`config.mk`:
```
export PLATFORM = sky130hd
export DESIGN_NAME = triangle_scanline_span
export DESIGN_NICKNAME = d
export VERILOG_FILES = /design/src/rtl/core/tss_pkg.sv /design/src/rtl/core/tss_setup.sv /design/src/rtl/core/tss_mul.sv /design/src/rtl/core/tss_div.sv /design/src/rtl/core/tss_span.sv /design/src/rtl/core/triangle_scanline_span.sv
export SDC_FILE = /design/constraint.sdc
export NUM_CORES = 2
export LEC_CHECK = 0
export ABC_AREA = 1
export BUFFER_PORTS_ARGS = -buffer_cell sky130_fd_sc_hd__buf_4
export CORE_MARGIN = 1
export CORE_UTILIZATION = 25
export CTS_BUF_LIST = sky130_fd_sc_hd__clkbuf_8 sky130_fd_sc_hd__clkbuf_16
export DETAILED_ROUTE_END_ITERATION = 8
export PLACE_DENSITY = 0.36
export SYNTH_ARGS = -nofsm -noshare
export SYNTH_HDL_FRONTEND = slang
export SYNTH_SLANG_ARGS = --single-unit
export TNS_END_PERCENT = 1
```
`constraint.sdc`:
```
create_clock -name clk_i -period 10.1 [get_ports clk_i]
set_clock_uncertainty 0.05 [all_clocks]
set_input_delay 1.01 -clock clk_i [delete_from_list [all_inputs] [get_ports clk_i]]
set_output_delay 1.01 -clock clk_i [all_outputs]
set_load 0.03 [all_outputs]
```
`src/rtl/core/tss_pkg.sv`:
```
package tss_pkg;

  // Field widths
  localparam int CoordWidth    = 7;
  localparam int ProdWidth     = 2 * CoordWidth;
  localparam int AddrWidth     = 16;
  localparam int StrideWidth   = 8;
  localparam int RowProdWidth  = CoordWidth + StrideWidth;
  localparam int CfgIndexWidth = 4;
  localparam int CfgDataWidth  = 16;

  // Register reset values
  localparam logic [AddrWidth-1:0]   FrameBaseReset = AddrWidth'(40960);
  localparam logic [StrideWidth-1:0] RowStrideReset = StrideWidth'(40);

  // Register indexes on the config port
  typedef enum logic [CfgIndexWidth-1:0] {
    CfgFrameBase = CfgIndexWidth'(0),
    CfgRowStride = CfgIndexWidth'(1)
  } cfg_reg_e;

  typedef logic [CoordWidth-1:0] coord_t;

  // Input item
  typedef struct packed {
    coord_t ax;
    coord_t ay;
    coord_t bx;
    coord_t by;
    coord_t cx;
    coord_t cy;
    coord_t row;
  } span_in_t;

  // Result item
  typedef struct packed {
    logic                 covered;
    coord_t               left_x;
    coord_t               right_x;
    logic [AddrWidth-1:0] start_address;
  } span_out_t;

  // One edge after setup: |dx| * num / den, applied to x0 with sign neg
  typedef struct packed {
    logic   flat;
    logic   neg;
    coord_t x0;
    coord_t x1;
    coord_t mag;
    coord_t num;
    coord_t den;
  } setup_lane_t;

  typedef struct packed {
    logic        covered;
    coord_t      row;
    setup_lane_t la;
    setup_lane_t lb;
  } setup_t;

  // One edge inside the divider: acc holds {remainder, numerator/quotient bits}
  typedef struct packed {
    logic                 flat;
    logic                 neg;
    coord_t               x0;
    coord_t               x1;
    coord_t               den;
    logic [ProdWidth-1:0] acc;
  } div_lane_t;

  typedef struct packed {
    logic                 covered;
    logic [AddrWidth-1:0] addr_row;
    div_lane_t            la;
    div_lane_t            lb;
  } div_t;

endpackage

```
`src/rtl/core/tss_setup.sv`:
```
module tss_setup (
  input  logic              clk_i,
  input  logic              rst_ni,
  input  logic              valid_i,
  output logic              ready_o,
  input  tss_pkg::span_in_t data_i,
  output logic              valid_o,
  input  logic              ready_i,
  output tss_pkg::setup_t   data_o
);

  tss_pkg::coord_t sx [3];
  tss_pkg::coord_t sy [3];
  tss_pkg::coord_t tmp_x;
  tss_pkg::coord_t tmp_y;
  tss_pkg::setup_t data_d;
  tss_pkg::setup_t data_q;
  logic            valid_q;

  function automatic tss_pkg::setup_lane_t mk_lane(tss_pkg::coord_t x0, tss_pkg::coord_t x1,
                                                   tss_pkg::coord_t num, tss_pkg::coord_t den);
    tss_pkg::setup_lane_t l;
    l.flat = (den == '0);
    l.neg  = (x1 < x0);
    l.mag  = l.neg ? (x0 - x1) : (x1 - x0);
    l.x0   = x0;
    l.x1   = x1;
    l.num  = num;
    l.den  = den;
    return l;
  endfunction

  // Stable sort by y: four passes of a single compare-swap each
  always_comb begin
    sx[0] = data_i.ax;
    sy[0] = data_i.ay;
    sx[1] = data_i.bx;
    sy[1] = data_i.by;
    sx[2] = data_i.cx;
    sy[2] = data_i.cy;
    tmp_x = '0;
    tmp_y = '0;
    for (int p = 0; p < 4; p++) begin
      if (sy[0] > sy[1]) begin
        tmp_x = sx[0]; sx[0] = sx[1]; sx[1] = tmp_x;
        tmp_y = sy[0]; sy[0] = sy[1]; sy[1] = tmp_y;
      end else if (sy[1] > sy[2]) begin
        tmp_x = sx[1]; sx[1] = sx[2]; sx[2] = tmp_x;
        tmp_y = sy[1]; sy[1] = sy[2]; sy[2] = tmp_y;
      end
    end
  end

  // Pick both edges crossing the row, upper or lower half
  always_comb begin
    data_d.covered = (data_i.row >= sy[0]) && (data_i.row <= sy[2]);
    data_d.row     = data_i.row;
    if (data_i.row <= sy[1]) begin
      data_d.la = mk_lane(sx[0], sx[1], data_i.row - sy[0], sy[1] - sy[0]);
      data_d.lb = mk_lane(sx[0], sx[2], data_i.row - sy[0], sy[2] - sy[0]);
    end else begin
      data_d.la = mk_lane(sx[2], sx[1], sy[2] - data_i.row, sy[2] - sy[1]);
      data_d.lb = mk_lane(sx[2], sx[0], sy[2] - data_i.row, sy[2] - sy[0]);
    end
  end

  assign ready_o = !valid_q || ready_i;

  always_ff @(posedge clk_i or negedge rst_ni) begin
    if (!rst_ni) begin
      valid_q <= 1'b0;
    end else if (ready_o) begin
      valid_q <= valid_i;
    end
  end

  always_ff @(posedge clk_i) begin
    if (ready_o && valid_i) begin
      data_q <= data_d;
    end
  end

  assign valid_o = valid_q;
  assign data_o  = data_q;

endmodule

```
`src/rtl/core/tss_mul.sv`:
```
module tss_mul (
  input  logic                               clk_i,
  input  logic                               rst_ni,
  input  logic [tss_pkg::AddrWidth-1:0]      frame_base_i,
  input  logic [tss_pkg::StrideWidth-1:0]    row_stride_i,
  input  logic                               valid_i,
  output logic                               ready_o,
  input  tss_pkg::setup_t                    data_i,
  output logic                               valid_o,
  input  logic                               ready_i,
  output tss_pkg::div_t                      data_o
);

  logic [tss_pkg::ProdWidth-1:0]    prod_a;
  logic [tss_pkg::ProdWidth-1:0]    prod_b;
  logic [tss_pkg::RowProdWidth-1:0] row_prod;
  tss_pkg::div_t                    data_d;
  tss_pkg::div_t                    data_q;
  logic                             valid_q;

  // Edge numerators |dx| * dy and the row offset
  assign prod_a   = tss_pkg::ProdWidth'(data_i.la.mag) * tss_pkg::ProdWidth'(data_i.la.num);
  assign prod_b   = tss_pkg::ProdWidth'(data_i.lb.mag) * tss_pkg::ProdWidth'(data_i.lb.num);
  assign row_prod = tss_pkg::RowProdWidth'(data_i.row) * tss_pkg::RowProdWidth'(row_stride_i);

  always_comb begin
    data_d.covered  = data_i.covered;
    data_d.addr_row = frame_base_i + tss_pkg::AddrWidth'(row_prod);
    data_d.la.flat  = data_i.la.flat;
    data_d.la.neg   = data_i.la.neg;
    data_d.la.x0    = data_i.la.x0;
    data_d.la.x1    = data_i.la.x1;
    data_d.la.den   = data_i.la.den;
    data_d.la.acc   = prod_a;
    data_d.lb.flat  = data_i.lb.flat;
    data_d.lb.neg   = data_i.lb.neg;
    data_d.lb.x0    = data_i.lb.x0;
    data_d.lb.x1    = data_i.lb.x1;
    data_d.lb.den   = data_i.lb.den;
    data_d.lb.acc   = prod_b;
  end

  assign ready_o = !valid_q || ready_i;

  always_ff @(posedge clk_i or negedge rst_ni) begin
    if (!rst_ni) begin
      valid_q <= 1'b0;
    end else if (ready_o) begin
      valid_q <= valid_i;
    end
  end

  always_ff @(posedge clk_i) begin
    if (ready_o && valid_i) begin
      data_q <= data_d;
    end
  end

  assign valid_o = valid_q;
  assign data_o  = data_q;

endmodule

```
`src/rtl/core/tss_div.sv`:
```
module tss_div (
  input  logic          clk_i,
  input  logic          rst_ni,
  input  logic          valid_i,
  output logic          ready_o,
  input  tss_pkg::div_t data_i,
  output logic          valid_o,
  input  logic          ready_i,
  output tss_pkg::div_t data_o
);

  localparam int W = tss_pkg::CoordWidth;

  logic          vld_q [W];
  tss_pkg::div_t st_q  [W];
  logic [W:0]    rdy;

  // One restoring step: shift in a numerator bit, subtract if it fits
  function automatic tss_pkg::div_lane_t lane_step(tss_pkg::div_lane_t l);
    logic [W:0]         t;
    logic               ge;
    tss_pkg::div_lane_t r;
    r  = l;
    t  = {l.acc[tss_pkg::ProdWidth-1:W], l.acc[W-1]};
    ge = (t >= {1'b0, l.den});
    r.acc[tss_pkg::ProdWidth-1:W] = ge ? W'(t - {1'b0, l.den}) : t[W-1:0];
    r.acc[W-1:0]                  = {l.acc[W-2:0], ge};
    return r;
  endfunction

  function automatic tss_pkg::div_t div_step(tss_pkg::div_t d);
    tss_pkg::div_t r;
    r    = d;
    r.la = lane_step(d.la);
    r.lb = lane_step(d.lb);
    return r;
  endfunction

  assign rdy[W] = ready_i;

  // One quotient bit per stage for both edges
  for (genvar s = 0; s < W; s++) begin : g_stage
    tss_pkg::div_t src;
    logic          src_v;

    if (s == 0) begin : g_first
      assign src   = data_i;
      assign src_v = valid_i;
    end else begin : g_next
      assign src   = st_q[s-1];
      assign src_v = vld_q[s-1];
    end

    assign rdy[s] = !vld_q[s] || rdy[s+1];

    always_ff @(posedge clk_i or negedge rst_ni) begin
      if (!rst_ni) begin
        vld_q[s] <= 1'b0;
      end else if (rdy[s]) begin
        vld_q[s] <= src_v;
      end
    end

    always_ff @(posedge clk_i) begin
      if (rdy[s] && src_v) begin
        st_q[s] <= div_step(src);
      end
    end
  end

  assign ready_o = rdy[0];
  assign valid_o = vld_q[W-1];
  assign data_o  = st_q[W-1];

endmodule

```
`src/rtl/core/tss_span.sv`:
```
module tss_span (
  input  logic               clk_i,
  input  logic               rst_ni,
  input  logic               valid_i,
  output logic               ready_o,
  input  tss_pkg::div_t      data_i,
  output logic               valid_o,
  input  logic               stall_i,
  output tss_pkg::span_out_t data_o
);

  localparam int W = tss_pkg::CoordWidth;

  tss_pkg::coord_t    xa;
  tss_pkg::coord_t    xb;
  tss_pkg::coord_t    lo;
  tss_pkg::coord_t    hi;
  tss_pkg::span_out_t data_d;
  tss_pkg::span_out_t data_q;
  logic               valid_q;

  // Crossing per edge: far x on a flat edge, else x0 +/- quotient
  always_comb begin
    if (data_i.la.flat) begin
      xa = data_i.la.x1;
    end else if (data_i.la.neg) begin
      xa = data_i.la.x0 - data_i.la.acc[W-1:0];
    end else begin
      xa = data_i.la.x0 + data_i.la.acc[W-1:0];
    end
    if (data_i.lb.flat) begin
      xb = data_i.lb.x1;
    end else if (data_i.lb.neg) begin
      xb = data_i.lb.x0 - data_i.lb.acc[W-1:0];
    end else begin
      xb = data_i.lb.x0 + data_i.lb.acc[W-1:0];
    end
  end

  // Order the ends and form the start address
  always_comb begin
    lo = (xb < xa) ? xb : xa;
    hi = (xb < xa) ? xa : xb;
    if (data_i.covered) begin
      data_d.covered       = 1'b1;
      data_d.left_x        = lo;
      data_d.right_x       = hi;
      data_d.start_address = data_i.addr_row + tss_pkg::AddrWidth'(lo);
    end else begin
      data_d = '0;
    end
  end

  // Output register
  assign ready_o = !valid_q || !stall_i;

  always_ff @(posedge clk_i or negedge rst_ni) begin
    if (!rst_ni) begin
      valid_q <= 1'b0;
    end else if (ready_o) begin
      valid_q <= valid_i;
    end
  end

  always_ff @(posedge clk_i) begin
    if (ready_o && valid_i) begin
      data_q <= data_d;
    end
  end

  assign valid_o = valid_q;
  assign data_o  = data_q;

endmodule

```
`src/rtl/core/triangle_scanline_span.sv`:
```
// Scanline span of a filled triangle. Each input transfer carries three vertices and a row;
// each output transfer gives whether the row is covered, the left and right ends of the span
// and its byte address (frame_base + row * row_stride + left_x, 16-bit wrap). Uncovered rows
// return all zero fields. The pipeline takes one item per clock unless stalled and returns one
// result per item in order, through one setup stage (sort and edge select), one multiply
// stage, one restoring-divide stage per quotient bit, and the output register. Registers are
// to be written over the config port only while the pipeline is empty; the block itself does
// not enforce this. cfg_ready_o is always high and unknown indexes are ignored.
module triangle_scanline_span (
  input  logic                                 clk_i,
  input  logic                                 rst_ni,
  input  logic                                 in_valid_i,
  output logic                                 in_stall_o,
  input  tss_pkg::span_in_t                    in_data_i,
  output logic                                 out_valid_o,
  input  logic                                 out_stall_i,
  output tss_pkg::span_out_t                   out_data_o,
  input  logic                                 cfg_valid_i,
  output logic                                 cfg_ready_o,
  input  logic [tss_pkg::CfgIndexWidth-1:0]    cfg_index_i,
  input  logic [tss_pkg::CfgDataWidth-1:0]     cfg_data_i
);

  logic [tss_pkg::AddrWidth-1:0]   frame_base_q;
  logic [tss_pkg::StrideWidth-1:0] row_stride_q;

  logic            setup_ready;
  logic            setup_valid;
  tss_pkg::setup_t setup_data;
  logic            mul_ready;
  logic            mul_valid;
  tss_pkg::div_t   mul_data;
  logic            div_ready;
  logic            div_valid;
  tss_pkg::div_t   div_data;
  logic            span_ready;

  // Config registers
  assign cfg_ready_o = 1'b1;

  always_ff @(posedge clk_i or negedge rst_ni) begin
    if (!rst_ni) begin
      frame_base_q <= tss_pkg::FrameBaseReset;
      row_stride_q <= tss_pkg::RowStrideReset;
    end else if (cfg_valid_i && cfg_ready_o) begin
      case (tss_pkg::cfg_reg_e'(cfg_index_i))
        tss_pkg::CfgFrameBase: begin
          frame_base_q <= cfg_data_i[tss_pkg::AddrWidth-1:0];
        end
        tss_pkg::CfgRowStride: begin
          row_stride_q <= cfg_data_i[tss_pkg::StrideWidth-1:0];
        end
        default: begin
        end
      endcase
    end
  end

  // Pipeline
  assign in_stall_o = !setup_ready;

  tss_setup u_setup (
    .clk_i   (clk_i),
    .rst_ni  (rst_ni),
    .valid_i (in_valid_i),
    .ready_o (setup_ready),
    .data_i  (in_data_i),
    .valid_o (setup_valid),
    .ready_i (mul_ready),
    .data_o  (setup_data)
  );

  tss_mul u_mul (
    .clk_i        (clk_i),
    .rst_ni       (rst_ni),
    .frame_base_i (frame_base_q),
    .row_stride_i (row_stride_q),
    .valid_i      (setup_valid),
    .ready_o      (mul_ready),
    .data_i       (setup_data),
    .valid_o      (mul_valid),
    .ready_i      (div_ready),
    .data_o       (mul_data)
  );

  tss_div u_div (
    .clk_i   (clk_i),
    .rst_ni  (rst_ni),
    .valid_i (mul_valid),
    .ready_o (div_ready),
    .data_i  (mul_data),
    .valid_o (div_valid),
    .ready_i (span_ready),
    .data_o  (div_data)
  );

  tss_span u_span (
    .clk_i   (clk_i),
    .rst_ni  (rst_ni),
    .valid_i (div_valid),
    .ready_o (span_ready),
    .data_i  (div_data),
    .valid_o (out_valid_o),
    .stall_i (out_stall_i),
    .data_o  (out_data_o)
  );

endmodule

```
==> flow_summary.yaml <==
logic_synthesis:
  synth_area_sq_um: 43000
  synth_top_flop_cell: "edfxtp_1"
  async_flop_share: 0.0438
  syn_nets: 4485
  synth_edf_count: 743
  netlist_instances: 3940
  avgSynthCellArea_sq_um: 10.9
  yosys_register_bits: 777
  yosysWarnings: 0
  yosysSeqAreaShare: 0.539
  synth.distinct_cells: 69
critical_path:
  max_stage_delay_ns: 0.36
  cpMaxStageDelayCell: "a21oi_1"
  crit_path_end_kind: "register"
  cp.arrival_ns: 9.54
  critPathKind: "in -> reg"
  startpoint_type: "input pin"
  required_ns: 10.46
  crit_fanout: 17
  cpMostUsedCell: "nand2_1"
placement:
  place.gp.congestion: 0.811
  place_area_sq_um: 46700
  portBuffers: 106
  dp_hpwl_um: 73100
  dpl.cell_count: 6246
flow_run:
  drv_cap: 0
layout:
  mostFrequentLayoutCells: "edfxtp_1 (743), nand2_1 (696), inv_1 (620)"
  final_core_utilization: 0.292
  final_common_cell: "edfxtp_1"
  fin_cells: 6408
  antenna_cells: 0
  finalNetCount: 4664
  final_layout_size_suffix_gt1_frac: 0.122
  nFillCells: 17519
  area_growth_pct: 15.5
  stdcell_area_sq_um: 49600
floorplanning:
  initial_core_util: 0.253
  core_sq_um: 170000
  dieWidth_um: 417
  die_area_sq_um: 174000
  rows: 151
  chipHeight_um: 417
  io_pins: 108
sta:
  slew_headroom: 0.291
  rsz0062_at_grt: "false"
  hold_viol: 0
  finalCriticalPeriod_ns: 9.18
  setup_violations: 0
  fin_crit_sh: 0.909
  worst_pin_slew_ns: 1.06
  slew_violations: 0
  fmax_ghz: 0.109
  hold_slack_ns: 0.245
cts:
  post_cts_buffers: 0
  cts_sinks: 777
  insertion_delay_ns: 0.67
  clockBufferDepth: 3
  root_buffer: "clkbuf_16"
  cts_hold_buf: 0
  cts_made_buffers: 89
  htree_levels: 3
  cts_tree: "built"
  clk_pin_slew_worst_paths_ns: 0.06
  post_cts_resized: 0
routing:
  wirelength_um: 93200
  drtIter0Drc: 1143
  ant_nets: 0
  wl_per_cell_um: 14.5
  vias_per_cell: 4.07
  drt_first_pass_iters: 5
  drc_errors: 0
  num_vias: 26060
hold_path:
  hp-class: "in -> async"
global_routing:
  antenna_found_initial: 5
  grt.total_usage: 0.107
  grt_max_degree: 68
  grt_pass1_wl_um: 148000
  gr-total-overflow: 0
  grt_pass1_vias: 26490
run_status:
  status: "complete, no violations"
-- metal layers --
layer,up-vias,wire [um],GRT usage
met5,-,37,0
met4,6,2320,0.0359
met3,119,3200,0.0181
met2,324,43000,0.177
met1,12008,44700,0.143
li1,13603,-,-
-- worst max-delay path, delay by kind of cell --
family,cells,cell delay [ns]
xor gates and xnor gates,1,0.10
and+or+nand+nor,20,2.39
AOI/OAI and AO/OA,17,2.90
buffers and inverters,13,1.78
adders and majority gates,5,1.33
-- path summary, 6_finish.rpt --
path,end,depth (start not counted),slack (ns),from
min in group clk_i,u_div.st_q[4][3],0,0.35,u_div.st_q[3][2]
worst min-delay path,u_span.valid_o,1,0.25,rst_ni
worst max-delay path,u_setup.data_o[57],56,0.92,in_data_i[12]
worst max register to register,u_span.data_o[15],35,3.48,u_div.st_q[6][37]
worst min register to register,u_div.st_q[4][3],0,0.35,u_div.st_q[3][2]
max in group asynchronous,row_stride_q[3],1,9.36,rst_ni
-- metrics by stage --
| stage | worst slack, ns | TNS, ns |
|---|---|---|
| 6_report | 0.921 | 0 |
| 5_1_grt | 0.0191 | 0 |
| 4_1_cts | 0.554 | 0 |
| 3_5_place_dp | -0.169 | -0.381 |
| 3_3_place_gp | -0.102 | -0.130 |
| 2_1_floorplan | 0.301 | 0 |
-- cells by family (layout without fill, tap and decap cells) --
group	after synthesis	count (layout)	synth area share
multiplexers	15	15	0.00370
adder cells (fa/ha/maj)	471	471	0.157
XOR/XNOR	138	138	0.0281
buffers and inverters	741	991	0.0672
AO/OA/AOI/OAI	629	629	0.0853
AND/OR/NAND/NOR	1168	1168	0.119
other	1	1	0.0000873
flip-flops	777	777	0.539
-- registers in the layout (all words and copies together), names as in the netlist --
register / flops
u_div.st_q: 560
u_mul.data_o: 84
u_setup.data_o: 68
u_span.data_o: 31
frame_base_q: 16
row_stride_q: 8
u_div.g_stage.src_v: 6
u_div.valid_o: 1
u_mul.valid_o: 1
u_setup.valid_o: 1
u_span.valid_o: 1
-- cell type report --
| type | count | area, sq um | area share |
|---|---|---|---|
| inverter | 646 | 2430 | 0.0490 |
| tap | 2218 | 2780 | 0.0559 |
| sequential | 777 | 23200 | 0.467 |
| clock buffer | 93 | 2300 | 0.0465 |
| timing repair buffer | 183 | 1400 | 0.0282 |
| multi-input combinational | 2422 | 17000 | 0.342 |
| clock inverter | 69 | 544 | 0.0110 |
-- synthesized netlist by cell type, types with 14 or more instances --
cell | number | area share
a21oi_1 | 255 | 0.030
clkbuf_1 | 75 | 0.0066
dfrtp_1 | 30 | 0.017
edfxtp_1 | 743 | 0.52
fa_1 | 116 | 0.054
ha_1 | 355 | 0.10
inv_1 | 604 | 0.053
inv_2 | 40 | 0.0035
nand2_1 | 696 | 0.061
nand2_2 | 23 | 0.0033
nand3_1 | 108 | 0.013
nand3_2 | 20 | 0.0047
nor2_1 | 224 | 0.020
o211ai_1 | 14 | 0.0024
o21ai_0 | 187 | 0.022
o21ai_1 | 37 | 0.0043
o21ai_2 | 23 | 0.0047
o21bai_1 | 24 | 0.0042
xnor2_1 | 39 | 0.0080
xor2_1 | 99 | 0.020
Power is left out: the tool's default activity adds up to more than one toggle a clock period on the data nets, which glitch-free logic cannot reach.
